## config.mk

```make
export PLATFORM = sky130hd
export DESIGN_NAME = adam_opt_sqrt
export DESIGN_NICKNAME = d
export VERILOG_FILES = /design/src/hw/rtl/adam_opt_sqrt.sv
export SDC_FILE = /design/constraint.sdc
export NUM_CORES = 2
export LEC_CHECK = 0
export BUFFER_PORTS_ARGS = -buffer_cell sky130_fd_sc_hd__buf_4
export CAP_MARGIN = 30
export CORE_UTILIZATION = 50
export DETAILED_ROUTE_END_ITERATION = 6
export PLACE_DENSITY = 0.72
export SLEW_MARGIN = 15
export SYNTH_ARGS = -nofsm -noshare
export SYNTH_HDL_FRONTEND = slang
export SYNTH_MEMORY_MAX_BITS = 65536
export SYNTH_SLANG_ARGS = --single-unit
export TNS_END_PERCENT = 5
```

## constraint.sdc

```tcl
create_clock -name clk_i -period 6.5 [get_ports clk_i]
set_input_delay 0.65 -clock clk_i [delete_from_list [all_inputs] [get_ports clk_i]]
set_output_delay 0.65 -clock clk_i [all_outputs]
set_load 0.1 [all_outputs]
```

## src/hw/rtl/adam_opt_sqrt.sv

```systemverilog
`timescale 1ns / 1ps
`default_nettype none
// ----------------------------------------------------------------------------
// Adam optimiser pipelined square root
// Floor square root of a 64-bit value, one root bit per register stage,
// with a sideband word that travels alongside.
// ----------------------------------------------------------------------------
module adam_opt_sqrt #(
  parameter int unsigned SW = 1
) (
  input  wire logic          clk_i,
  input  wire logic          rst_ni,
  input  wire logic          en_i,
  input  wire logic          vld_i,
  input  wire logic [63:0]   x_i,
  input  wire logic [SW-1:0] side_i,
  output logic               vld_o,
  output logic      [31:0]   root_o,
  output logic      [SW-1:0] side_o
);

  localparam int unsigned NSTG = 32;

  logic          vld_q  [NSTG];
  logic [63:0]   x_q    [NSTG];
  logic [32:0]   rem_q  [NSTG];
  logic [31:0]   root_q [NSTG];
  logic [SW-1:0] side_q [NSTG];

  for (genvar k = 0; k < NSTG; k++) begin : g_stage
    logic          p_vld;
    logic [63:0]   p_x;
    logic [32:0]   p_rem;
    logic [31:0]   p_root;
    logic [SW-1:0] p_side;
    logic [34:0]   t;
    logic [34:0]   trial;
    logic          ge;

    if (k == 0) begin : g_first
      assign p_vld  = vld_i;
      assign p_x    = x_i;
      assign p_rem  = '0;
      assign p_root = '0;
      assign p_side = side_i;
    end else begin : g_next
      assign p_vld  = vld_q[k-1];
      assign p_x    = x_q[k-1];
      assign p_rem  = rem_q[k-1];
      assign p_root = root_q[k-1];
      assign p_side = side_q[k-1];
    end

    // next bit pair against 4r+1
    assign t     = {p_rem, p_x[63:62]};
    assign trial = {1'b0, p_root, 2'b01};
    assign ge    = (t >= trial);

    always_ff @(posedge clk_i or negedge rst_ni) begin
      if (!rst_ni) begin
        vld_q[k] <= 1'b0;
      end else if (en_i) begin
        vld_q[k] <= p_vld;
      end
    end

    always_ff @(posedge clk_i) begin
      if (en_i) begin
        x_q[k]    <= {p_x[61:0], 2'b00};
        rem_q[k]  <= ge ? 33'(t - trial) : t[32:0];
        root_q[k] <= {p_root[30:0], ge};
        side_q[k] <= p_side;
      end
    end
  end

  assign vld_o  = vld_q[NSTG-1];
  assign root_o = root_q[NSTG-1];
  assign side_o = side_q[NSTG-1];

endmodule

`default_nettype wire
```

==> summary.md <==
| Metric | Value |
|---|---|
| Status | `completed` |
| Worst setup margin | `1656 ps` |
| GRT Resource Usage Total | `19.64%` |
| CP peak stage delay | `650 ps` |
| Simple-gate share of the synthesized area | `9.771%` |
| CTS root buffer | `clkbuf_16` |
| Post-DP HPWL | `166700 um` |
| Synthesized area per cell | `13.12 um^2` |
| Async set-or-reset flop fraction in the synthesized netlist | `1.250%` |
| VDD IR max | `0.2864 mV` |
| Area of the multi-input gates | `37820 um^2` |
| RSZ-0062 raised after global routing | `no` |
| Arr. time, crit path | `5490 ps` |
| Element type at the critical path end | `flop` |
| Seq/Total Area, Yosys | `65.13%` |
| FF/Latch Area | `76680 um^2` |
| CTS Buf Count | `291` |
| Routed WL | `234400 um` |
| Fillers | `18560` |
| Htree depth | `5` |
| Starting DRT DRC Count | `5056` |
| DR DRC count | `0` |
| Post-synth net total | `9602` |
| Finished layout cell area | `132200 um^2` |
| Final hold violation count | `0` |
| Io pins | `103` |
| Most frequent cells in the layout | `edfxtp_1, inv_1, nand2_1` |
| FF+latch count, synth | `2559` |
| Clock transition at path regs | `60 ps` |
| Clock Latency Late Sink | `900 ps` |
| CP Class | `flop to flop` |
| EDFF count, synth | `2527` |
| Starting Density | `50.44%` |
| Cell Rows | `177` |
| Routability cong. | `0.8861` |
| Leak pwr | `0.05074 uW` |
| Largest net degree at the start of global routing | `201` |
| Gate Count Post-Synth | `8972` |
| WP buf/inv | `1` |
| Synth Area in Adders | `5.961%` |
| Crit. Startpoint | `rem_q[1][297]` |
| Pre-CTS WS | `1688 ps` |
| ANT nets after route | `0` |
| Power Total | `46700 uW` |
| Commonest non-fill, non-tap cell in the layout | `edfxtp_1` |
| DRT Pass-1 Iters | `7` |
| Unique masters post-synth | `88` |
| Synthesis warning total | `0` |
| Synth Area in Compound Gates | `9.234%` |
| Share of cells above drive strength 1 | `7.942%` |
| Setup violations, final | `0` |
| Final Critical Period | `4844 ps` |
| Via count | `69890` |
| Top FF cell, synth | `edfxtp_1` |
| Rel. slew slack | `27.14%` |
| Sum Neg Setup Slack | `0 ps` |
| Fmax | `206.5 MHz` |
| Max-cap viol count | `0` |
| Largest family of logic cells by synthesized area | `simple AND/OR/NAND/NOR gates` |
| Die Y-Extent | `487.3 um` |
| Vias in the first global route | `69410` |
| Dpl cell area | `122600 um^2` |
| Final Slew Violations | `0` |
| Die W | `487.3 um` |
| Max FO, Critical Path | `32` |
| First-pass GRT wire length | `371100 um` |
| Worst Tran Pin Value | `1093 ps` |
| Post-synthesis xor/xnor area fraction | `5.661%` |
| Wire per inst | `18.49 um` |
| Grt total ovfl | `0` |
| Crit-path cells | `ha_1 > o21a_1 > or4_1 > a31oi_1 > o21ai_0 > a221o_1 > a221oi_1 > o21ai_0 > a21boi_4 > buf_4 > mux2_2` |
| Worst r2r src | `rem_q[1][297]` |
| Pwr per Cell Area | `353.2 nW/um^2` |
| Clock Path Buffers | `4` |
| Clock sink total | `2559` |
| WP data required | `7150 ps` |
| Cell mode on critical path | `o21ai_0` |
| Resized cells post-CTS | `0` |
| Final nets | `9977` |
| Final Skew | `67.62 ps` |
| Post-Route Utilization | `56.64%` |
| Crit path launch type | `flop` |
| Mux cell area share after synthesis | `1.393%` |
| Port buffer count | `102` |
| Top Family by Delay on Critical Path | `compound AO/OA/AOI/OAI gates` |
| CTS tree | `built` |
| Die area | `237400 um^2` |
| Crit-path slowest cell | `a221oi_1` |
| Core Area | `233400 um^2` |
| Final period util | `74.52%` |
| Area growth syn-to-layout | `12.29%` |
| Mapped Area | `117700 um^2` |
| Antenna violations before repair | `2` |
| Vias per inst | `5.513` |
| Hold Crit Class | `input pin to asynchronous set/reset pin` |
## synthesized netlist by cell type (all sizes together) (10+ instances only)
library cell,n,area [um^2]
o21a,107,803.3
a21boi,35,262.8
xnor2,398,3486
a21oi,482,2412
nor4,105,656.9
buf,25,127.6
a211oi,33,247.7
nor3,234,1176
mux2i,21,210.2
and3,49,311.6
and2,49,306.5
or4,59,446.7
xor2,363,3179
edfxtp,2527,75880
o41ai,11,103.9
o21ai,451,2257
nor4b,17,148.9
mux2,127,1430
or2,41,256.5
nand4b,13,113.9
a21o,249,1869
nor3b,24,180.2
a2111oi,15,131.4
a311oi,16,140.1
nand2b,115,721.9
inv,724,2718
nor2b,87,544.3
and4,17,148.9
o31a,13,113.9
or3,86,548.0
o31ai,78,585.6
ha,561,7019
a31oi,55,344.1
o22ai,12,75.07
dfrtp,32,800.8
nand2,614,2305
nand3b,17,127.6
clkbuf,134,503.0
a41oi,12,105.1
o21bai,48,360.4
nand3,145,725.7
nor2,539,2023
o311ai,10,87.58
nand4,87,544.3
o211ai,21,157.7
## cells by family (layout without fill, tap and decap cells)
| group | Yosys count | in the layout |
|---|---|---|
| DFF | 2559 | 2559 |
| and+or+nand+nor | 2321 | 2321 |
| AOI/OAI and AO/OA | 1736 | 1736 |
| buffers and inverters | 885 | 1457 |
| xor gates and xnor gates | 761 | 761 |
| adders and majority gates | 561 | 561 |
| muxes | 148 | 148 |
| other | 1 | 2 |
## per-layer routing
metal	global-route usage, %	up-vias	part of all wire [%]
met4	6.754	0	3.2
met2	34.70	1604	51
li1	-	33920	-
met1	24.75	33860	42
met5	0	-	0
met3	2.521	504	4.0
## layout make-up
type	count	area share, %
multi-input combinational	5528	28.61
clock inverter	122	0.8280
timing repair buffer	241	1.719
antenna	1	0.001893
clock buffer	368	5.821
tap	3132	2.964
inverter	726	2.061
sequential	2559	58.00
## registers in the layout, summed over array words and instances, names as in the netlist
name / flops
x_q: 992
rem_q: 975
root_q: 528
side_q: 32
g_stage.p_vld: 31
vld_o: 1
## report_power, final
group          total [uW]  internal, uW  switching (uW)
Sequential          22200         20800            1400
Combinational        9200          3920            5280
Clock               15300          9020            6250
## worst paths after layout
kind | endpoint | slack (ps) | depth (start not counted)
max in group asynchronous | g_stage[10].p_vld | 6000 | 2
worst max register to register | rem_q[1][340] | 1660 | 11
worst max-delay path | rem_q[1][340] | 1660 | 11
min in group clk_i | side_q[0][0] | 290 | 1
worst min register to register | x_q[6][116] | 410 | 0
worst min-delay path | g_stage[31].p_vld | 210 | 2
## metrics by stage
stage	std cells	hold WS [ps]
after floorplan	8972	354.4
after global placement	12110	400.3
after detailed placement	12110	404.5
after CTS	12670	143.2
after global routing	12680	212.6
final	12680	207.2
## timing repair
action                                 CTS  global route
hold buffers                            68             0
endpoints found under the hold margin   99             0
setup buffers                            0             0
Note: power is estimated with default switching activity, not from simulation.
